**config.mk**
```make
export PLATFORM = sky130hd
export DESIGN_NAME = dzts_ram
export DESIGN_NICKNAME = d
export VERILOG_FILES = /design/src/sv/dzts_ram.sv
export SDC_FILE = /design/constraint.sdc
export NUM_CORES = 1
export LEC_CHECK = 0
export BUFFER_PORTS_ARGS = -buffer_cell sky130_fd_sc_hd__buf_2
export CAP_MARGIN = 15
export CORE_ASPECT_RATIO = 1.1
export CORE_MARGIN = 5
export CORE_UTILIZATION = 50
export CTS_CLUSTER_SIZE = 12
export DETAILED_ROUTE_END_ITERATION = 10
export PLACE_DENSITY = 0.67
export SKIP_CTS_REPAIR_TIMING = 1
export SYNTH_ARGS = -nofsm -noshare
export SYNTH_HDL_FRONTEND = slang
export SYNTH_SLANG_ARGS = --single-unit
```
**constraint.sdc**
```tcl
create_clock -name clock -period 2.3 [get_ports clock]
set_clock_uncertainty 0.2 [all_clocks]
set_input_delay 0 -clock clock [delete_from_list [all_inputs] [get_ports clock]]
set_output_delay 0 -clock clock [all_outputs]
set_load 0.1 [all_outputs]
```
**src/sv/dzts_ram.sv**
```systemverilog
// Generic single-write, single-read RAM with registered read data.
`timescale 1ns / 1ps
`default_nettype none

module dzts_ram #(
   parameter int WIDTH  = 8,
   parameter int DEPTH  = 16,
   parameter int ADDR_W = (DEPTH > 1) ? $clog2(DEPTH) : 1
) (
   input  wire logic              clock,
   input  wire logic              wr_en,
   input  wire logic [ADDR_W-1:0] wr_addr,
   input  wire logic [WIDTH-1:0]  wr_data,
   input  wire logic              rd_en,
   input  wire logic [ADDR_W-1:0] rd_addr,
   output logic      [WIDTH-1:0]  rd_data
);

   logic [WIDTH-1:0] mem [DEPTH];
   logic [WIDTH-1:0] rd_data_ff;

   // Write port and registered read port
   always_ff @(posedge clock) begin
      if (wr_en) begin
         mem[wr_addr] <= wr_data;
      end
      if (rd_en) begin
         rd_data_ff <= mem[rd_addr];
      end
   end

   assign rd_data = rd_data_ff;

endmodule

`default_nettype wire

```
After elaboration in Yosys (flattened, before gate mapping)
Memory sizes are Yosys's and may differ from the RTL's. A register that Yosys moved wholly into a read port is not among the register bits.
Index checks and enable logic that the tools add are counted.
- muxes and demuxes: 2
- operator list (cell ; count):
    two-way mux 1 bit ; 2
- memories kept: 1
- bits in writable memories: 128
- logic and storage cells: 3
- register bits after elaboration: 0
- memories (name ; words ; bits a word ; read ports ; clocked after memory_dff ; wr ports ; line ; RTL):
    mem ; 16 ; 8 ; 1 ; 1 ; 1 ; 19 ; logic [WIDTH-1:0] mem [DEPTH];

Longest topological paths before layout
- depth after elaboration: 2
- depth in mapped cells: 5
- gate-level depth less buffers: 3

Worst setup path before layout
Ideal clock, no wire load.
- path kind: input to register
- start: input wr_addr[2]
- end: memory mem[0][0], enable pin
- arrival time: 1110 ps
- cell stages on the path: 2
- buffers on the path: 0
- library setup time: 383 ps
- path slack: 607 ps
- required time: 1717 ps
- cell sequence: or3b_2 nor3_1
- RTL lines (what ; line ; RTL):
    start: declaration ; 12 ; input wire logic [ADDR_W-1:0] wr_addr,
    end: declaration ; 19 ;
No word-level cell before the write port.

Worst setup path after layout
- start: input wr_addr[1]
- end: memory mem[4][2], enable pin
No word-level cell before the write port.

==> impl_metrics.tcl <==
set metrics [dict create \
    status "finished clean" \
    portBuffers 26 \
    grt_pass1_vias 2501 \
    r2r-start "mem[3][6]" \
    yosysTopAreaCellShare 0.781 \
    p_leak_nw 2.17 \
    synth_warnings 0 \
    grt_overflow 0 \
    fp.dieW_um 107 \
    arrival_ns 1.63 \
    antenna_found_initial 0 \
    synthCells 229 \
    diodes 0 \
    ys_seq_area_frac 0.781 \
    routed_via_density 5.57 \
    period_share 0.750 \
    netlist.top_cell.by_area "edfxtp_1" \
    cts.sink_count 136 \
    root_buffer "clkbuf_16" \
    crit_path_max_fanout 8 \
    setup_viol 0 \
    hold_class "input port to register" \
    grt_max_degree 33 \
    wirelength_um 10400 \
    globalplace.congestion 0.747 \
    die-area_mm2 0.0126 \
    fillerInstances 708 \
    drc 0 \
    place_hpwl_um 6370 \
    drt-initial-drc-count 144 \
    synth_area_mm2 0.00523 \
    regToRegEndpoint "rd_data[6]" \
    synth_nets 248 \
    hold_viol_final 0 \
    power_density_mw_per_mm2 926 \
    drive_above_1_share 0.291 \
    synthDistinctLibCells 18 \
    whs_endpoint "mem[3][1]" \
    cts_tree "yes" \
    synth_area_leaders "edfxtp_1, mux4_2, mux4_1, a22oi_1, nor2_1" \
    setup_tns_ns 0 \
    reg2reg_depth 3 \
    slew_headroom 0.487 \
    multi_input_area_mm2 0.00106 \
    start_kind "input port" \
    maxCapViolCount 0 \
    areaGrowthSynthToFinish_pct 21.2 \
    num_vias 2518 \
    grt_pass1_wl_um 15500 \
    hp-start "wr_addr[3]" \
    rsz0062_at_grt "false" \
    final_antenna_net_count 0 \
    clk_pin_slew_ns 0.05 \
    total_power_mw 5.87 \
    clockBufferDepth 2 \
    numCtsBuffers 17 \
    dr.pass1.iters 4 \
    seqCellArea_mm2 0.00408 \
    nNetsFinal 315 \
    maxSlewViolCount 0 \
    period_needed_ns 1.72 \
    rrSetupSlack_ns 0.60 \
    cp_data_required_time_ns 2.21 \
    start_util 0.508 \
    worstSetupEndpointType "register" \
    fp.dieH_um 117 \
    fmax_ghz 0.580 \
    path_class "input port to register" \
    htreeDepth 4 \
    fp-row-count 39 \
    ioPinCount 27 \
    syn_area_per_cell_um2 22.8 \
    grtUsageTotal 0.180 \
    clkLatencyLatePin_ns 0.41 \
    worstMarginPinSlew_ns 0.767 \
    coreArea_mm2 0.0103 \
    vdd_drop_max_v 0.000539 \
    hold-path-cell-count 4 \
    ys_ff_latch 136 \
    wl_per_cell_um 23.1 \
]
critical path, stage by stage:
cell,delay (ns)
dlygate4sd3_1,0.53
buf_2,0.16
nor3_1,0.17
dlygate4sd3_1,0.57
buf_4,0.19
cell usage after synthesis:
library cell / instances
buf_6: 3
mux4_2: 18
nand3_1: 1
nor3_1: 4
or3b_2: 1
a22oi_1: 16
clkdlybuf4s25_2: 3
nor2b_1: 1
nand2_1: 9
buf_4: 1
and2_1: 1
nand2b_1: 2
mux4_1: 14
buf_2: 3
edfxtp_1: 136
nor2_1: 13
and2b_1: 1
nand3b_1: 2
flip-flops by register name (all words and copies together), names as in the netlist:
register	flops
mem	128
rd_data	8
metrics by stage:
step                      setup slack, ns  cell area (um2)  utilization  cells  hold WS, ns
after floorplan                     0.607             5230            -    229       -0.101
after global placement              0.554             5630        0.546    408        0.178
after detailed placement            0.551             5630        0.546    408        0.182
after CTS                           0.592             6220        0.604    440       -0.249
after global routing                0.521             6340        0.616    452       0.0691
final                               0.575             6340        0.616    452       0.0529
layout make-up:
class                           instances  share of cell area
Sequential cell                       136               0.644
Timing Repair Buffer                   58              0.0671
Clock inverter                         13              0.0251
Clock buffer                           19              0.0683
Multi-Input combinational cell         83               0.167
Tap cell                              143              0.0282
worst max path at each step:
stage	from	endpoint	cells past startpoint
detailed placement	rd_addr[0]	rd_data[6]	5
global route	mem[3][6]	rd_data[6]	3
global placement	rd_addr[0]	rd_data[0]	5
floorplan	wr_addr[2]	mem[0][0]	2
finish	wr_addr[1]	mem[4][2]	5
CTS	mem[3][6]	rd_data[6]	3
report_power, final:
part           internal [mW]  switching [mW]  leakage (nW)
logic                  0.123           0.234         0.641
registers               2.79          0.0138          1.24
clock network           1.78           0.917         0.292
cells by family (layout without fill, tap and decap cells):
kind of cell	Yosys count	after routing	synth area share
compound gates	16	16	0.0230
buf+inv	10	90	0.0165
flops	136	136	0.781
mux	32	32	0.148
simple gates	35	35	0.0314
metal layers:
metal,vias to the layer above,track usage,part of all wire
met2,70,0.284,0.50
met3,11,0.0527,0.046
met4,0,0.0749,0.013
met1,1315,0.238,0.44
li1,1122,-,-
met5,-,0,0
placed cells by master, fill, tap and decap left out, drive strengths merged:
cell / count
edfxtp: 136
buf: 46
mux4: 32
clkbuf: 19
a22oi: 16
nor2: 13
dlygate4sd3: 12
nand2: 9
clkinv: 9
nor3: 4
bufinv: 4
nand3b: 2
nand2b: 2
nor2b: 1
and2: 1
and2b: 1
nand3: 1
or3b: 1
Note: power is estimated with default switching activity, not from simulation.
