**src/sv/dzts_pkg.sv**
```systemverilog
// Shared types, widths and constants for the dead-zone location search.
`timescale 1ns / 1ps
`default_nettype none

package dzts_pkg;

   // Point store depth
   localparam int MAX_POINTS = 4096;
   localparam int ADDR_W     = (MAX_POINTS > 1) ? $clog2(MAX_POINTS) : 1;
   localparam int CNT_W      = $clog2(MAX_POINTS + 1);

   // Field widths
   localparam int POS_W    = 30;
   localparam int WEIGHT_W = 16;
   localparam int RADIUS_W = 30;
   localparam int COST_W   = 63;

   // Probe position reaches lo+1, one bit above a position
   localparam int X_W    = POS_W + 1;
   localparam int PROD_W = WEIGHT_W + X_W;
   localparam int SUM_W  = PROD_W + CNT_W;

   // floor(d/3) = (d * DIV3_MUL) >> DIV3_SHIFT, exact for d below 2^32
   localparam logic [31:0] DIV3_MUL   = 32'hAAAA_AAAB;
   localparam int          DIV3_SHIFT = 33;
   localparam int          DIV3_W     = POS_W + 32;

   // One stored point
   typedef struct packed {
      logic [RADIUS_W-1:0] radius;
      logic [WEIGHT_W-1:0] weight;
      logic [POS_W-1:0]    position;
   } point_type;

   localparam int POINT_W = $bits(point_type);

   // Sequencer to cost unit
   typedef struct packed {
      logic             start;
      logic [X_W-1:0]   x;
      logic [CNT_W-1:0] count;
   } cost_ctl_type;

   // Cost unit to sequencer
   typedef struct packed {
      logic             done;
      logic [SUM_W-1:0] sum;
   } cost_rsp_type;

endpackage

`default_nettype wire

```
**src/sv/dzts_cost.sv**
```systemverilog
// Shared cost unit: streams the stored points through a weighted-excess MAC.
`timescale 1ns / 1ps
`default_nettype none

module dzts_cost (
   input  wire logic                            clock,
   input  wire logic                            reset,
   input  wire dzts_pkg::cost_ctl_type          ctl,
   output dzts_pkg::cost_rsp_type               rsp,
   output logic                                 rd_en,
   output logic [dzts_pkg::ADDR_W-1:0]          rd_addr,
   input  wire dzts_pkg::point_type             rd_point
);

   // Control
   logic                        running_ff, running_in;
   logic [dzts_pkg::CNT_W-1:0]  idx_ff, idx_in;
   logic [dzts_pkg::CNT_W-1:0]  count_ff;
   logic [dzts_pkg::X_W-1:0]    x_ff;
   logic                        v1_ff, v2_ff, v3_ff, v4_ff;
   logic                        done_ff, done_in;

   // Datapath
   logic [dzts_pkg::X_W-1:0]      dist1_ff;
   logic [dzts_pkg::RADIUS_W-1:0] rad1_ff;
   logic [dzts_pkg::WEIGHT_W-1:0] wt1_ff, wt2_ff;
   logic [dzts_pkg::X_W-1:0]      exc2_ff;
   logic [dzts_pkg::PROD_W-1:0]   prod3_ff;
   logic [dzts_pkg::SUM_W-1:0]    acc_ff;

   logic [dzts_pkg::X_W-1:0] pos_x;
   logic [dzts_pkg::X_W-1:0] rad_x;
   logic                     issue;
   logic                     finish;

   assign pos_x = dzts_pkg::X_W'(rd_point.position);
   assign rad_x = dzts_pkg::X_W'(rad1_ff);

   // Issue one point read per cycle until all are out
   assign issue   = running_ff && (idx_ff < count_ff);
   assign rd_en   = issue;
   assign rd_addr = idx_ff[dzts_pkg::ADDR_W-1:0];

   // Done once everything is issued and the pipe has drained
   assign finish = running_ff && !issue && !v1_ff && !v2_ff && !v3_ff && !v4_ff;

   always_comb begin
      running_in = running_ff;
      idx_in     = idx_ff;
      done_in    = 1'b0;
      if (ctl.start) begin
         running_in = 1'b1;
         idx_in     = '0;
      end else if (issue) begin
         idx_in = idx_ff + 1'b1;
      end else if (finish) begin
         running_in = 1'b0;
         done_in    = 1'b1;
      end
   end

   always_ff @(posedge clock) begin
      if (reset) begin
         running_ff <= 1'b0;
         idx_ff     <= '0;
         v1_ff      <= 1'b0;
         v2_ff      <= 1'b0;
         v3_ff      <= 1'b0;
         v4_ff      <= 1'b0;
         done_ff    <= 1'b0;
      end else begin
         running_ff <= running_in;
         idx_ff     <= idx_in;
         v1_ff      <= issue;
         v2_ff      <= v1_ff;
         v3_ff      <= v2_ff;
         v4_ff      <= v3_ff;
         done_ff    <= done_in;
      end
   end

   // Stage 1: distance to the probe; stage 2: excess past radius;
   // stage 3: weight product; stage 4: accumulate
   always_ff @(posedge clock) begin
      if (ctl.start) begin
         x_ff     <= ctl.x;
         count_ff <= ctl.count;
         acc_ff   <= '0;
      end else if (v4_ff) begin
         acc_ff <= acc_ff + dzts_pkg::SUM_W'(prod3_ff);
      end

      dist1_ff <= (x_ff >= pos_x) ? (x_ff - pos_x) : (pos_x - x_ff);
      rad1_ff  <= rd_point.radius;
      wt1_ff   <= rd_point.weight;

      exc2_ff <= (dist1_ff > rad_x) ? (dist1_ff - rad_x) : '0;
      wt2_ff  <= wt1_ff;

      prod3_ff <= dzts_pkg::PROD_W'(wt2_ff * exc2_ff);
   end

   assign rsp.done = done_ff;
   assign rsp.sum  = acc_ff;

endmodule

`default_nettype wire

```
**config.mk**
```make
export PLATFORM = sky130hd
export DESIGN_NAME = dzts_cost
export DESIGN_NICKNAME = d
export VERILOG_FILES = /design/src/sv/dzts_pkg.sv /design/src/sv/dzts_cost.sv
export SDC_FILE = /design/constraint.sdc
export NUM_CORES = 2
export LEC_CHECK = 0
export ABC_CLOCK_PERIOD_IN_PS = 18300
export BUFFER_PORTS_ARGS = -buffer_cell sky130_fd_sc_hd__clkbuf_2
export CAP_MARGIN = 10
export CORE_AREA = 2 2 269 271
export CTS_CLUSTER_SIZE = 8
export DETAILED_ROUTE_END_ITERATION = 6
export DIE_AREA = 0 0 271 273
export PLACE_DENSITY_LB_ADDON = 0.15
export SKIP_CTS_REPAIR_TIMING = 1
export SKIP_LAST_GASP = 1
export SLEW_MARGIN = 20
export SYNTH_ARGS = -nofsm -noshare
export SYNTH_HDL_FRONTEND = slang
export SYNTH_SLANG_ARGS = --single-unit
export TNS_END_PERCENT = 20
```
**constraint.sdc**
```tcl
create_clock -name clock -period 18.3 [get_ports clock]
set_input_delay 1.83 -clock clock [delete_from_list [all_inputs] [get_ports clock]]
set_output_delay 1.83 -clock clock [all_outputs]
set_load 0.03 [all_outputs]
```
# Word level (Yosys, flattened, before mapping)
# Cells that the tools add are included.
# word_totals
wordCells,46
regBits,294
in_bits,123
output_inout_bits,74
# op_classes
n_mul,1
eq_ne,1
n_addsub,5
mux,5
magnitude_cmp,3
n_reduce_logical,15
# op_table
operator,n
subtractor 31 x 30 -> 31 bit,2
adder 60 x 47 -> 60 bit,1
multiplier 16 x 31 -> 47 bit,1
>= comparator 31 x 30 -> 1 bit,1
greater-than comparator 31 x 30 -> 1 bit,1
two-way mux 31 bit,1
subtractor 30 x 31 -> 31 bit,1
"adder 13 x 1 -> 13 bit, second input constant",1
< comparator 13 bit,1
logical AND 1 bit,6
logical NOT 1 bit,5
two-way mux 1 bit,4
OR reduction 3 bit,1
"!= test 2 bit, second input constant",1
AND reduction 2 bit,1
nonzero test 2 bit,1
OR reduction 2 bit,1

# Longest topological paths before layout
# logic_depth
word_depth,11
depth_mapped,25
mapped_depth_nobuf,23

# Worst setup path after synthesis
# OpenSTA, ideal clock, no wires.
# synth_path
path_kind,register -> register
startpoint,reg exc2_ff[12] in the netlist's numbering
endpoint,reg prod3_ff[44] in the netlist's numbering
period_less_slack_ns,6.063
stages_incl_launch_ff,22
t_required_ns,18.173
arrival_time_ns,5.936
setup_time_ns,0.127
path_slack_ns,12.237
path_buffers,1
path_cell_list,dfxtp_1 > clkbuf_1 > nand2_1 > fa_1 > fa_1 > fa_1 > inv_1 > fa_1 > fa_1 > inv_1 > fa_1 > inv_1 > ha_1 > a21oi_1 > o221ai_1 > nand3_1 > nand3_1 > a31oi_1 > o21ai_0 > a221oi_1 > o221ai_1 > xor2_1
# synth_between
elab_chain_len,1
# synth_rtl
element,line,rtl
from (decl),dzts_cost.sv:27,logic [dzts_pkg::X_W-1:0] exc2_ff;
from (signal assigned),dzts_cost.sv:97,exc2_ff <= (dist1_ff > rad_x) ? (dist1_ff - rad_x) : '0;
multiplier 16 x 31 -> 47 bit,dzts_cost.sv:100,prod3_ff <= dzts_pkg::PROD_W'(wt2_ff * exc2_ff);
to (signal assigned),dzts_cost.sv:100,
to (decl),dzts_cost.sv:28,logic [dzts_pkg::PROD_W-1:0] prod3_ff;
# Every way passes these cells.
# A chain may end at the register's enable or synchronous reset.

# Worst setup path in the final report
# layout_path
startpoint,reg exc2_ff[13] in the netlist's numbering
endpoint,reg prod3_ff[40] in the netlist's numbering
# Same word-level chain as after synthesis.

==> summary.md <==
| Metric | Value |
|---|---|
| Status | finished clean |
| Largest net degree at the start of global routing | 78 |
| FFs w/ async S/R, synth | 0% |
| Clock Latency Late Sink | 0.59 ns |
| Max Freq | 0.1441 GHz |
| Number of DRC markers in iteration 0 | 1349 |
| Yosys top cell area share | 25.72% |
| Grt total ovfl | 0 |
| Die Ht | 273 um |
| Max Slew Vio Count | 0 |
| Cell Count Post-Placement | 4614 |
| Max clock buf depth | 3 |
| Clock Sinks | 294 |
| CP Launch Type | flop |
| Relative slew margins | 35.65% |
| Yosys top cell by area | fa_1 |
| GR met2 Demand/Resource | 41.62% |
| Port-buffer cells | 196 |
| Nets@finish | 4510 |
| First-pass GRT wire length | 138200 um |
| CP arrival | 7.39 ns |
| Prevailing post-synth register cell | dfxtp_1 |
| CTS Buf Count | 44 |
| Critical Path Fanout Max | 16 |
| Clk_skew | 0.04190 ns |
| Cell Area, Placed | 33450 um^2 |
| Synth Area per Inst | 8.808 um^2 |
| Post-layout minimum cycle time | 6.939 ns |
| Yosys warnings | 0 |
| Final instance area | 34700 um^2 |
| Routed len/inst | 18.32 um |
| Drt pass-1 iters | 5 |
| RSZ-0062 raised after global routing | false |
| Final hold vios | 0 |
| Post-synthesis sequential area ratio | 19.92% |
| GRT busiest layer | met2 |
| Worst Hold Class | flop to flop |
| Clock transition at the registers of the reported paths | 0.05 ns |
| Rows | 98 |
| H-Tree Depth | 2 |
| Setup crit end kind | flop |
| Met1 usage | 29.46% |
| Setup TNS | 0 ns |
| Via-per-instance ratio | 5.289 |
| GRT Util Overall | 23.54% |
| Cell Area, Synth | 31750 um^2 |
| Number of flops mapped to enable cells by yosys | 44 |
| Gpl congestion | 0.8853 |
| Fillcell total | 6910 |
| Initial Util | 44.73% |
| CTS tree | built |
| Least-Margin Pin Slew | 0.9608 ns |
| Library cells used by synthesis | 78 |
| DRT antenna net count | 0 |
| Worst Path Required | 18.75 ns |
| Die W | 271 um |
| Initial antenna violation count | 2 |
| Largest cells by area after synthesis | fa_1, dfxtp_1, ha_1, inv_1, nand2_1 |
| Final period util | 37.92% |
| Synth-to-Final Area Change | 9.279% |
| Critical Setup Path Class | flop to flop |
| Synth Register Bits | 294 |
| Final core utilization | 48.88% |
| Post-synth top cells | inv_1, nand2_1, fa_1, ha_1, dfxtp_1 |
| Final Instance Count excl. Fillers | 4679 |
| CTS Root Cell | clkbuf_16 |
| Top Ports | 197 |
| Cells after Synth | 3605 |
| Total number of vias | 24750 |
| Remaining routing DRC violations | 0 |
| Core ar. | 71000 um^2 |
| Layout cell share with drive strength beyond 1 | 8.476% |
| Max Cap Viol | 0 |
| Dpl hpwl | 66970 um |
| Final wirelength | 85730 um |
| Number of global-route vias before repair | 25490 |
| Die area | 73980 um^2 |
| Met3 global-route usage | 3.304% |
| Count leader, synth | inv_1 |
| Final-report setup violation count | 0 |
| Syn Nets | 4405 |
placed cells by master (no fill, tap or decap), types with 7 or more instances in the layout:
cell and n:
a21boi_0 13, nor4_1 7, ha_1 269, inv_1 589, xnor2_1 79, or3_1 16, clkbuf_1 12, o211ai_1 18
o31ai_1 14, nor3_1 28, o21a_1 18, nand2_1 417, and2_1 236, o21ai_0 119, edfxtp_1 44, buf_4 32
nand3_1 55, a211oi_1 32, mux2i_1 40, a21oi_1 200, nand2b_1 18, dfxtp_1 248, nand4_1 34, xor2_1 44
clkbuf_2 195, a31o_2 7, and3_1 38, or4_1 12, and4_1 9, mux2_2 13, o21bai_1 22, a31oi_1 21
nor2b_1 29, clkbuf_16 44, fa_1 408, a21o_1 86, nor2_1 143, a211o_1 10
sequential cells by signal, summed over array words and instances (netlist names):
signal	flops
v3_ff	1
wt1_ff	16
exc2_ff	31
v4_ff	1
rad1_ff	30
acc_ff	60
dist1_ff	31
done_ff	1
running_ff	1
idx_ff	13
v1_ff	1
wt2_ff	16
x_ff	31
count_ff	13
prod3_ff	47
v2_ff	1
metal layers:
metal	up-vias	routed length, um
met5	-	0
met3	152	4172
li1	11870	-
met2	588	42740
met1	12140	35890
met4	0	2927
final timing paths:
path	from	to	slack (ns)	cells past startpoint
setup / recovery	exc2_ff[13]	prod3_ff[40]	11.36	20
hold / removal	wt1_ff[13]	wt2_ff[13]	0.32	0
setup reg to reg	exc2_ff[13]	prod3_ff[40]	11.36	20
hold reg to reg	wt1_ff[13]	wt2_ff[13]	0.32	0
per-stage QoR:
| stage | hold WS, ns | setup slack [ns] |
|---|---|---|
| 6_report | 0.3224 | 11.36 |
| 4_1_cts | 0.3238 | 11.28 |
| 3_3_place_gp | 0.3116 | 11.09 |
| 2_1_floorplan | 0.3096 | 12.24 |
| 3_5_place_dp | 0.3121 | 11.27 |
| 5_1_grt | 0.3308 | 10.97 |
critical path, cell delays in order, from the launching register on:
cell and delay (ns):
dfxtp_1 0.84, nand2_1 0.17, fa_1 0.55, fa_1 0.49, fa_1 0.55, inv_1 0.06, fa_1 0.51, fa_1 0.50
inv_1 0.05, fa_1 0.49, inv_1 0.04, ha_1 0.33, nand3_1 0.15, nor4_1 0.06, o311ai_0 0.14, nand3_1 0.25
a31oi_1 0.32, o21ai_0 0.26, a221oi_1 0.62, o21ai_0 0.23, xor2_1 0.17
kinds of logic (layout without fill, tap and decap cells):
logic type                 after synthesis  count (layout)  synth area share (%)
AOI/OAI and AO/OA                      634             634                 12.86
xor gates and xnor gates               123             123                 3.393
adders and majority gates              677             677                 36.32
buffers and inverters                  757             880                 9.216
DFF                                    294             294                 19.92
muxes                                   54              54                 1.769
other                                    0               1                     0
and+or+nand+nor                       1066            1066                 16.52
area by class of cell:
type / count / area (um^2) / area share (%)
inverters: 589 / 2211 / 6.371
clock inverters: 5 / 65.06 / 0.1875
flip-flops and latches: 294 / 6329 / 18.24
repair buffers: 227 / 1216 / 3.505
multi-input cells: 2554 / 22500 / 64.84
clock buffers: 59 / 1187 / 3.422
well taps: 950 / 1189 / 3.425
diodes: 1 / 2.502 / 0.007211
Power is not shown: default switching activity piles up to over one toggle a cycle in this logic, so the estimate is an artifact.
